--- src/rtl/hmp_pkg.sv ---
package hmp_pkg;

  localparam int unsigned NUM_BUCKETS = 1024;
  localparam int unsigned WAYS        = 4;
  localparam int unsigned KEY_W       = 31;
  localparam int unsigned VALUE_W     = 31;
  // bucket = key mod NUM_BUCKETS, taken as the low key bits (power of two)
  localparam int unsigned BUCKET_W    = $clog2(NUM_BUCKETS);

  typedef enum logic [1:0] {
    CMD_PUT    = 2'd0,
    CMD_GET    = 2'd1,
    CMD_REMOVE = 2'd2
  } cmd_e;

  localparam logic STATUS_OK   = 1'b0;
  localparam logic STATUS_FULL = 1'b1;

  typedef struct packed {
    logic [1:0]         command;
    logic [KEY_W-1:0]   key;
    logic [VALUE_W-1:0] value;
  } in_word_t;

  typedef struct packed {
    logic               found;
    logic [VALUE_W-1:0] read_value;
    logic               status;
  } out_word_t;

  typedef struct packed {
    logic               valid;
    logic [KEY_W-1:0]   key;
    logic [VALUE_W-1:0] value;
  } entry_t;

  typedef entry_t [WAYS-1:0] row_t;

  typedef struct packed {
    logic clear_en;
    logic load;
    logic commit;
  } ctrl_cmd_t;

  typedef struct packed {
    logic clear_last;
    logic out_full;
  } dp_status_t;

endpackage

--- src/rtl/hmp_ctrl.sv ---
module hmp_ctrl (
  input  logic               clk_i,
  input  logic               rst_ni,
  input  logic               in_valid_i,
  output logic               in_ready_o,
  input  hmp_pkg::dp_status_t status_i,
  output hmp_pkg::ctrl_cmd_t  cmd_o
);

  typedef enum logic [1:0] {
    ST_CLEAR,
    ST_IDLE,
    ST_LOOK
  } state_e;

  state_e state_q, state_d;

  always_ff @(posedge clk_i or negedge rst_ni) begin
    if (!rst_ni) begin
      state_q <= ST_CLEAR;
    end else begin
      state_q <= state_d;
    end
  end

  always_comb begin
    state_d    = state_q;
    cmd_o      = '0;
    in_ready_o = 1'b0;
    unique case (state_q)
      ST_CLEAR: begin
        cmd_o.clear_en = 1'b1;
        if (status_i.clear_last) begin
          state_d = ST_IDLE;
        end
      end
      ST_IDLE: begin
        in_ready_o = 1'b1;
        if (in_valid_i) begin
          cmd_o.load = 1'b1;
          state_d    = ST_LOOK;
        end
      end
      ST_LOOK: begin
        if (!status_i.out_full) begin
          cmd_o.commit = 1'b1;
          state_d      = ST_IDLE;
        end
      end
      default: state_d = ST_CLEAR;
    endcase
  end

endmodule

--- config.mk ---
export PLATFORM = sky130hd
export DESIGN_NAME = hmp_ctrl
export DESIGN_NICKNAME = d
export VERILOG_FILES = /design/src/rtl/hmp_pkg.sv /design/src/rtl/hmp_ctrl.sv
export SDC_FILE = /design/constraint.sdc
export NUM_CORES = 1
export LEC_CHECK = 0
export BUFFER_PORTS_ARGS = -buffer_cell sky130_fd_sc_hd__buf_2
export CORE_AREA = 2 2 39 41
export CTS_BUF_LIST = sky130_fd_sc_hd__clkbuf_4 sky130_fd_sc_hd__clkbuf_8 sky130_fd_sc_hd__clkbuf_16
export CTS_CLUSTER_SIZE = 8
export DETAILED_ROUTE_END_ITERATION = 10
export DIE_AREA = 0 0 41 43
export RECOVER_POWER = 100
export SYNTH_ARGS = -nofsm -noshare
export SYNTH_HDL_FRONTEND = slang
export SYNTH_SLANG_ARGS = --single-unit
--- constraint.sdc ---
create_clock -name clk_i -period 1.3 [get_ports clk_i]
set_input_delay 0.065 -clock clk_i [delete_from_list [all_inputs] [get_ports clk_i]]
set_output_delay 0.065 -clock clk_i [all_outputs]
set_load 0.02 [all_outputs]
==> run_results.csv, run 1 <==
group,metric,value,unit
layout,drive_above_1_share,33.3,%
power,leakage,0.0864,nW
worst_setup_path,crit_chain,"and3b_1, clkbuf_1",
die,dieArea,1760,um^2
cts,cts_buffers,3,
worst_setup_path,crit_path_start_kind,"flip-flop",
global_routing,grt_pass1_vias,117,
worst_setup_path,worstSetupPathType,"reg -> out",
die,num_rows,14,
logic_synthesis,syn_nets,17,
sta,slew_viol_final,0,
power,peakVddDrop,0.287,mV
layout,postLayoutCellArea,201,um^2
sta,setup_viol,0,
worst_setup_path,cp_max_fo,7,
worst_setup_path,cp_slowest_cell,"dfrtp_2",
global_routing,grt_pass1_wl,462,um
die,die_h,43,um
sta,fmaxAchievable,835,MHz
detailed_routing,ant_nets,0,
detailed_routing,vias,128,
layout,final_cells,40,
die,io_pins,9,
logic_synthesis,synthMuxAreaShare,0,%
worst_setup_path,arrival,1.13,ns
sta,grt_setup_unrepaired,"false",
sta,maxSlewHeadroom,83.1,%
status,status,"finished, final reports clean",
logic_synthesis,syn_area,113,um^2
layout,nNetsFinal,31,
layout,fillers,172,
layout,diodes,0,
die,start_util,8.14,%
detailed_routing,wl_per_cell,8.08,um
sta,worstMarginPinSlew,0.255,ns
logic_synthesis,synthXorXnorAreaFrac,0,%
die,die_w,41,um
global_routing,overflow,0,
layout,largest_register_ffs,2,
power,p_per_area,2440,nW/um^2
cts,clk_latency,0.23,ns
logic_synthesis,syn-instance-count,12,
layout,syn_to_final_growth,78.9,%
placed_design,dp.cells,36,
cts,root_buffer,"clkbuf_4",
logic_synthesis,ys.warnings.count,0,
layout,largest_register,"state_q",
detailed_routing,drc,0,
cts,path_clk_slew,0.03,ns
placed_design,placed_cell_area,173,um^2
detailed_routing,post_drt_via_cell_ratio,3.20,
logic_synthesis,synthSimpleGateAreaFrac,36.7,%
run,maxCapViolCount,0,
detailed_routing,drt_iter0_drc,1,
sta,fin_setup_tns,0,ns
global_routing,antenna_found_initial,0,
global_routing,grt_max_degree,8,
logic_synthesis,ys_types,8,
detailed_routing,wl,323,um
logic_synthesis,avgSynthCellArea,9.38,um^2
sta,clock_skew,0.00242,ns
worst_setup_path,setup.worst_path.end_class,"output port",
sta,period_needed,1.20,ns
power,p_total,0.492,mW
logic_synthesis,synth_compound_area_share,18.9,%
worst_hold_path,hold_path_class,"in -> reg",
logic_synthesis,post_synth_fa_ha_maj_area_fraction,0,%
cts,clk_path_buf_depth,2,
layout,reg_top3,"state_q: 2 flops",
sta,hold_viol,0,
detailed_routing,drtPass1Iterations,3,
logic_synthesis,ys_seq_elements,2,
die,coreArea,1380,um^2
worst_setup_path,cpPeakStageDelay,0.43,ns
cts,htreeDepth,1,
placed_design,gp_congestion,0.441,
placed_design,io_buffers,8,
logic_synthesis,synth_top_family_by_area,"simple AND/OR/NAND/NOR gates",
worst_setup_path,required,1.24,ns
cts,cts_tree,"done",
global_routing,track_usage,5.21,%
sta,post-route-period-util,92.1,%
logic_synthesis,ys_seq_area_share,44.4,%
cts,cts_sinks,2,
placed_design,dp_hpwl,225,um
[through the flow]
step | util (%) | hold slack, ns | worst slack (ns)
final | 14.6 | 0.0978 | 0.102
after global routing | 14.6 | 0.0971 | 0.0353
after CTS | 14.8 | 0.0952 | 0.0748
after detailed placement | 12.5 | -0.147 | 0.311
after global placement | 12.5 | -0.147 | 0.338
after floorplan | - | -0.231 | 0.336
[what timing repair did]
item	4_1_cts	5_1_grt
resized for setup	0	1
endpoints found under the hold margin	2	0
buffers inserted	0	0
hold buffers	1	0
endpoints found under the setup margin	0	1
[synthesized netlist by cell type, drive strengths merged]
cell / number / area, um^2
o31a: 1 / 8.76
nor2b: 4 / 25.0
nand2: 1 / 3.75
dfrtp: 2 / 50.1
o21bai: 1 / 7.51
nor2: 1 / 3.75
o21ai: 1 / 5.00
and3b: 1 / 8.76
[power breakdown]
part | internal [mW] | switching [mW] | leakage, nW | total (mW)
Combinational | 0.0838 | 0.125 | 0.0493 | 0.208
Sequential | 0.0960 | 0.0478 | 0.0232 | 0.144
Clock | 0.102 | 0.0375 | 0.0138 | 0.139
[cells by family (layout without fill, tap and decap cells)]
family	Yosys count	in the layout
DFF	2	2
buffers and inverters	0	12
AOI/OAI and AO/OA	3	3
and+or+nand+nor	7	7
[layer usage]
metal | GRT usage [%] | vias up | share of wire, %
met1 | 3.51 | 53 | 42
li1 | - | 65 | -
met3 | 3.14 | 2 | 9.6
met2 | 5.31 | 8 | 42
met4 | 12.0 | 0 | 5.9
met5 | 0 | - | 0
[path summary, 6_finish.rpt]
check	from	to	slack, ns	cells past startpoint
setup / recovery	state_q[1]	cmd_o[1]	0.10	2
setup reg to reg	state_q[1]	state_q[0]	0.33	2
hold reg to reg	state_q[0]	state_q[1]	0.56	1
hold / removal	status_i[0]	state_q[1]	0.1	3
max in group asynchronous	rst_ni	state_q[1]	1.00	2
min in group asynchronous	rst_ni	state_q[0]	0.15	2
[final cells by class]
type,instances,area [um^2],area share (%)
sequential,2,51.3,25.5
tap,16,20.0,9.94
timing repair buffer,9,45.0,22.4
clock buffer,3,22.5,11.2
multi-input combinational,10,62.6,31.1
[layout by cell type (no fill, tap or decap)]
| cell | synthesis | final |
|---|---|---|
| and3b_1 | 1 | 1 |
| buf_2 | 0 | 3 |
| clkbuf_1 | 0 | 4 |
| clkbuf_2 | 0 | 1 |
| clkbuf_4 | 0 | 3 |
| dfrtp_1 | 2 | 1 |
| dfrtp_2 | 0 | 1 |
| dlygate4sd3_1 | 0 | 1 |
| nand2_1 | 1 | 1 |
| nor2_1 | 1 | 1 |
| nor2b_1 | 4 | 4 |
| o21ai_0 | 1 | 1 |
| o21bai_1 | 1 | 1 |
| o31a_1 | 1 | 1 |
[critical path, delay by kind of cell (launching register included)]
kind | cells | cell delay [ns]
buffers and inverters | 1 | 0.24
AND/OR/NAND/NOR | 1 | 0.24
flip-flops | 1 | 0.43
No activity file was read; power rests on OpenSTA's default activity.
==> run 2: changes to the inputs <==
Settings changed: CELL_PAD_IN_SITES_DETAIL_PLACEMENT from default to 1, CELL_PAD_IN_SITES_GLOBAL_PLACEMENT from default to 2, PLACE_DENSITY_LB_ADDON from default to 0.1.
==> run_results.csv, run 2 (synthesis gave the netlist of run 1 again) <==
group,metric,value,unit
status,status,"finished, final reports clean",
detailed_routing,wl_per_cell,9.20,um
worst_setup_path,cpMostUsedCell,"nor2b_1",
die,die_h,43,um
sta,worstMarginPinSlew,0.250,ns
cts,path_clk_slew,0.03,ns
power,leakage,0.0896,nW
die,start_util,8.14,%
detailed_routing,ant_nets,0,
sta,grt_setup_unrepaired,"false",
layout,final_common_cell,"nor2b_1",
global_routing,overflow,0,
sta,maxSlewHeadroom,83.4,%
worst_setup_path,setup.worst_path.end_class,"output port",
global_routing,antenna_found_initial,0,
placed_design,dp.cells,36,
power,p_sw,0.216,mW
global_routing,grt_pass1_vias,138,
cts,cts_buffers,3,
layout,largest_register_ffs,2,
sta,period_needed,1.18,ns
power,clkPwrFrac,28.0,%
die,dieArea,1760,um^2
sta,fmaxAchievable,847,MHz
layout,nNetsFinal,31,
layout,syn_to_final_growth,80.0,%
worst_setup_path,worstSetupPathType,"reg -> out",
worst_setup_path,cp_max_fo,7,
detailed_routing,vias,127,
die,die_w,41,um
power,p_int,0.285,mW
worst_setup_path,cpPeakStageDelay,0.40,ns
power,switching_share,43.2,%
worst_setup_path,required,1.24,ns
cts,cts_tree,"done",
cts,clk_path_buf_depth,2,
power,seqPwrFrac,29.6,%
detailed_routing,drtPass1Iterations,1,
layout,final_cells,40,
placed_design,gp_congestion,0.530,
cts,htreeDepth,1,
sta,hold_viol,0,
layout,diodes,0,
cts,post_cts_buffers,0,
detailed_routing,post_drt_via_cell_ratio,3.18,
layout,largest_register,"state_q",
global_routing,track_usage,5.52,%
power,combPwrFrac,42.4,%
worst_setup_path,cp_slowest_cell,"dfrtp_2",
run,maxCapViolCount,0,
die,coreArea,1380,um^2
sta,setup_viol,0,
worst_setup_path,crit_chain,"nor2b_1, nor2b_1, clkbuf_2",
cts,root_buffer,"clkbuf_4",
cts,clk_latency,0.23,ns
worst_hold_path,hold_path_class,"in -> reg",
detailed_routing,drt_iter0_drc,0,
layout,final_cell_mix,"nor2b_1, clkbuf_4, buf_2, clkbuf_1, clkbuf_2",
detailed_routing,wl,368,um
worst_setup_path,crit_path_start_kind,"flip-flop",
layout,drive_above_1_share,37.5,%
power,peakVddDrop,0.601,mV
sta,fin_setup_tns,0,ns
detailed_routing,drc,0,
global_routing,grt_pass1_wl,552,um
power,p_per_area,2470,nW/um^2
sta,slew_viol_final,0,
die,num_rows,14,
placed_design,io_buffers,8,
layout,final_core_util,14.6,%
global_routing,grt_max_degree,8,
die,io_pins,9,
sta,post-route-period-util,90.9,%
cts,cts_sinks,2,
sta,clock_skew,0.00259,ns
layout,reg_top3,"state_q: 2 flops",
worst_setup_path,arrival,1.12,ns
-- run 2: path summary, 6_finish.rpt --
path | to | from | slack [ns] | cells after the start
setup / recovery | cmd_o[0] | state_q[1] | 0.12 | 3
hold / removal | state_q[1] | status_i[0] | 0.11 | 3
setup reg to reg | state_q[0] | state_q[1] | 0.32 | 2
hold reg to reg | state_q[1] | state_q[0] | 0.58 | 1
max in group asynchronous | state_q[1] | rst_ni | 1.01 | 2
min in group asynchronous | state_q[1] | rst_ni | 0.15 | 2
-- run 2: routing by layer --
metal / vias up / global-route usage, % / share of wire, %
met1: 55 / 5.77 / 46
li1: 65 / - / -
met3: 0 / 3.14 / 12
met5: - / 0 / 0
met2: 7 / 5.94 / 42
met4: 0 / 8.00 / 0
-- run 2: what timing repair did --
action                                  CTS  global route
endpoints found under the hold margin     2             0
resized for setup                         0             1
endpoints found under the setup margin    0             1
hold buffers                              1             0
-- run 2: final cells by class --
class | instances | area [um^2]
Fill cell | 170 | 1180
Multi-Input combinational cell | 10 | 62.6
Sequential cell | 2 | 51.3
Clock buffer | 3 | 22.5
Timing Repair Buffer | 9 | 46.3
Tap cell | 16 | 20.0
-- run 2: power by group through the flow --
stage / Clock [mW] / Sequential, mW / Combinational, mW
after floorplan: 0 / 0.129 / 0.155
after global placement: 0 / 0.149 / 0.227
after detailed placement: 0 / 0.145 / 0.225
after CTS: 0.149 / 0.145 / 0.228
after global routing: 0.163 / 0.161 / 0.236
final: 0.140 / 0.148 / 0.212
-- run 2: stage by stage --
stage | power (mW) | cell area (um^2) | worst slack, ns | hold slack (ns)
finish | 0.501 | 203 | 0.119 | 0.110
global placement | 0.377 | 173 | 0.278 | -0.148
floorplan | 0.284 | 113 | 0.336 | -0.231
global route | 0.560 | 203 | 0.0212 | 0.116
CTS | 0.522 | 205 | 0.0638 | 0.113
detailed placement | 0.370 | 173 | 0.298 | -0.147
-- run 2: worst max-delay path: cells and delay by family, from the launching register on --
| kind | cells | cell delay, ns |
|---|---|---|
| flops | 1 | 0.40 |
| buf+inv | 1 | 0.17 |
| simple gates | 2 | 0.31 |
==> run 3: changes to the inputs <==
--- a/config.mk
+++ b/config.mk
@@ -7,6 +7,6 @@
 export LEC_CHECK = 0
 export BUFFER_PORTS_ARGS = -buffer_cell sky130_fd_sc_hd__buf_2
-export CELL_PAD_IN_SITES_DETAIL_PLACEMENT = 1
-export CELL_PAD_IN_SITES_GLOBAL_PLACEMENT = 2
+export CELL_PAD_IN_SITES_DETAIL_PLACEMENT = 0
+export CELL_PAD_IN_SITES_GLOBAL_PLACEMENT = 1
 export CORE_AREA = 2 2 39 41
 export CTS_BUF_LIST = sky130_fd_sc_hd__clkbuf_4 sky130_fd_sc_hd__clkbuf_8 sky130_fd_sc_hd__clkbuf_16
@@ -14,4 +14,5 @@
 export DETAILED_ROUTE_END_ITERATION = 10
 export DIE_AREA = 0 0 41 43
+export GPL_TIMING_DRIVEN = 0
 export PLACE_DENSITY_LB_ADDON = 0.1
 export RECOVER_POWER = 100
==> constraint.sdc (replaced) <==
create_clock -name clk_i -period 1.3 [get_ports clk_i]
set_input_delay 0.065 -clock clk_i [delete_from_list [all_inputs] [get_ports clk_i]]
set_output_delay 0.065 -clock clk_i [all_outputs]
set_load 0.005 [all_outputs]
==> run_results.csv, run 3 (synthesis gave the netlist of run 1 again) <==
group,metric,value,unit
sta,post-route-period-util,87.3,%
detailed_routing,drc,0,
detailed_routing,wl,316,um
detailed_routing,drt_iter0_drc,0,
sta,grt_setup_unrepaired,"false",
detailed_routing,drtPass1Iterations,1,
cts,path_clk_slew,0.03,ns
sta,setup_viol,0,
global_routing,antenna_found_initial,0,
worst_setup_path,cpMostUsedCell,"nor2b_1",
global_routing,overflow,0,
power,switching_share,34.2,%
detailed_routing,vias,124,
cts,cts_resized,0,
sta,worstMarginPinSlew,0.194,ns
layout,reg_top3,"state_q: 2 flops",
worst_setup_path,cpPeakStageDelay,0.41,ns
detailed_routing,post_drt_via_cell_ratio,3.10,
sta,clock_skew,0.00255,ns
layout,postLayoutCellArea,200,um^2
power,p_int,0.280,mW
layout,final_core_util,14.5,%
die,start_util,8.14,%
cts,cts_buffers,3,
status,status,"finished, final reports clean",
worst_hold_path,hold_path_class,"in -> reg",
power,combPwrFrac,34.9,%
placed_design,gp_congestion,0.578,
power,p_total,0.425,mW
worst_setup_path,setup.worst_path.end_class,"output port",
power,clkPwrFrac,32.0,%
power,peakVddDrop,0.626,mV
placed_design,dp_slack,0.318,ns
die,dieArea,1760,um^2
layout,largest_register,"state_q",
worst_setup_path,crit_path_start_kind,"flip-flop",
placed_design,placed_cell_area,173,um^2
power,seqPwrFrac,33.1,%
worst_setup_path,crit_cells,3,
layout,final_cells,40,
global_routing,grt_pass1_wl,462,um
die,die_w,41,um
global_routing,track_usage,4.32,%
sta,setup_ws,0.165,ns
cts,cts_tree,"done",
die,coreArea,1380,um^2
power,p_sw,0.146,mW
layout,register_area,50.0,um^2
cts,clk_path_buf_depth,2,
cts,htreeDepth,1,
placed_design,dp.cells,36,
layout,fillers,164,
cts,cts_sinks,2,
cts,clk_latency,0.22,ns
worst_setup_path,critPathBufInv,1,
sta,period_needed,1.13,ns
layout,nNetsFinal,31,
die,io_pins,9,
layout,diodes,0,
die,num_rows,14,
layout,largest_register_ffs,2,
detailed_routing,ant_nets,0,
worst_setup_path,required,1.24,ns
worst_setup_path,crit_chain,"nor2b_1, nor2b_1, clkbuf_1",
power,p_per_area,2120,nW/um^2
worst_setup_path,worstSetupPathType,"reg -> out",
sta,maxSlewHeadroom,87.1,%
layout,final_cell_mix,"nor2b_1, buf_2, clkbuf_1, clkbuf_4, dfrtp_1",
layout,drive_above_1_share,29.2,%
cts,postCtsHoldBufs,1,
sta,fmaxAchievable,881,MHz
placed_design,io_buffers,8,
run,maxCapViolCount,0,
worst_setup_path,worst-r2r-cell-count,2,
sta,fin_setup_tns,0,ns
worst_setup_path,cp_max_fo,7,
layout,multi_input_area,62.6,um^2
cts,root_buffer,"clkbuf_4",
detailed_routing,wl_per_cell,7.90,um
sta,hold_slack,0.118,ns
cts,post_cts_buffers,0,
worst_setup_path,critical_path.top_delay_family,"flip-flops",
sta,slew_viol_final,0,
worst_hold_path,holdPathStages,3,
worst_setup_path,cp_slowest_cell,"dfrtp_1",
power,leakage,0.0881,nW
worst_setup_path,arrival,1.07,ns
die,die_h,43,um
global_routing,grt_pass1_vias,119,
layout,syn_to_final_growth,77.8,%
sta,hold_viol,0,
global_routing,grt_max_degree,8,
## run 3: cell count changes in the layout (fill, tap and decap cells not counted)
cell | previous run | this run
dfrtp_1 | 1 | 2
clkbuf_2 | 2 | 0
dfrtp_2 | 1 | 0
clkbuf_1 | 3 | 4
buf_2 | 3 | 4
## run 3: worst paths after layout
path | startpoint | slack, ns | end
min reg2reg | state_q[0] | 0.59 | state_q[1]
min | status_i[0] | 0.12 | state_q[1]
max reg2reg | state_q[1] | 0.33 | state_q[0]
min in group asynchronous | rst_ni | 0.15 | state_q[0]
max in group asynchronous | rst_ni | 1.02 | state_q[1]
max | state_q[1] | 0.17 | cmd_o[0]
## run 3: power groups by stage
stage / clock, mW / sequential [mW] / combinational [mW]
floorplan: 0 / 0.129 / 0.0915
global placement: 0 / 0.145 / 0.161
detailed placement: 0 / 0.141 / 0.161
CTS: 0.147 / 0.141 / 0.163
global route: 0.154 / 0.152 / 0.170
finish: 0.136 / 0.141 / 0.148
## run 3: layout make-up
type / instances / area share [%]
sequential: 2 / 25.0
clock buffer: 3 / 11.2
multi-input combinational: 10 / 31.3
timing repair buffer: 9 / 22.5
tap: 16 / 10.0
## run 3: routing by layer
metal | global-route usage, % | routed length, um | vias up
met5 | 0 | 0 | -
met4 | 6.00 | 0 | 0
met3 | 2.09 | 47 | 0
met2 | 4.69 | 148 | 5
met1 | 4.82 | 119 | 53
li1 | - | - | 66
## run 3: tightest hold or removal path, delay by kind of cell
| family | cells | cell delay (ns) |
|---|---|---|
| AO/OA/AOI/OAI | 1 | 0.06 |
| buffers and inverters | 1 | 0.10 |
| AND/OR/NAND/NOR | 1 | 0.05 |
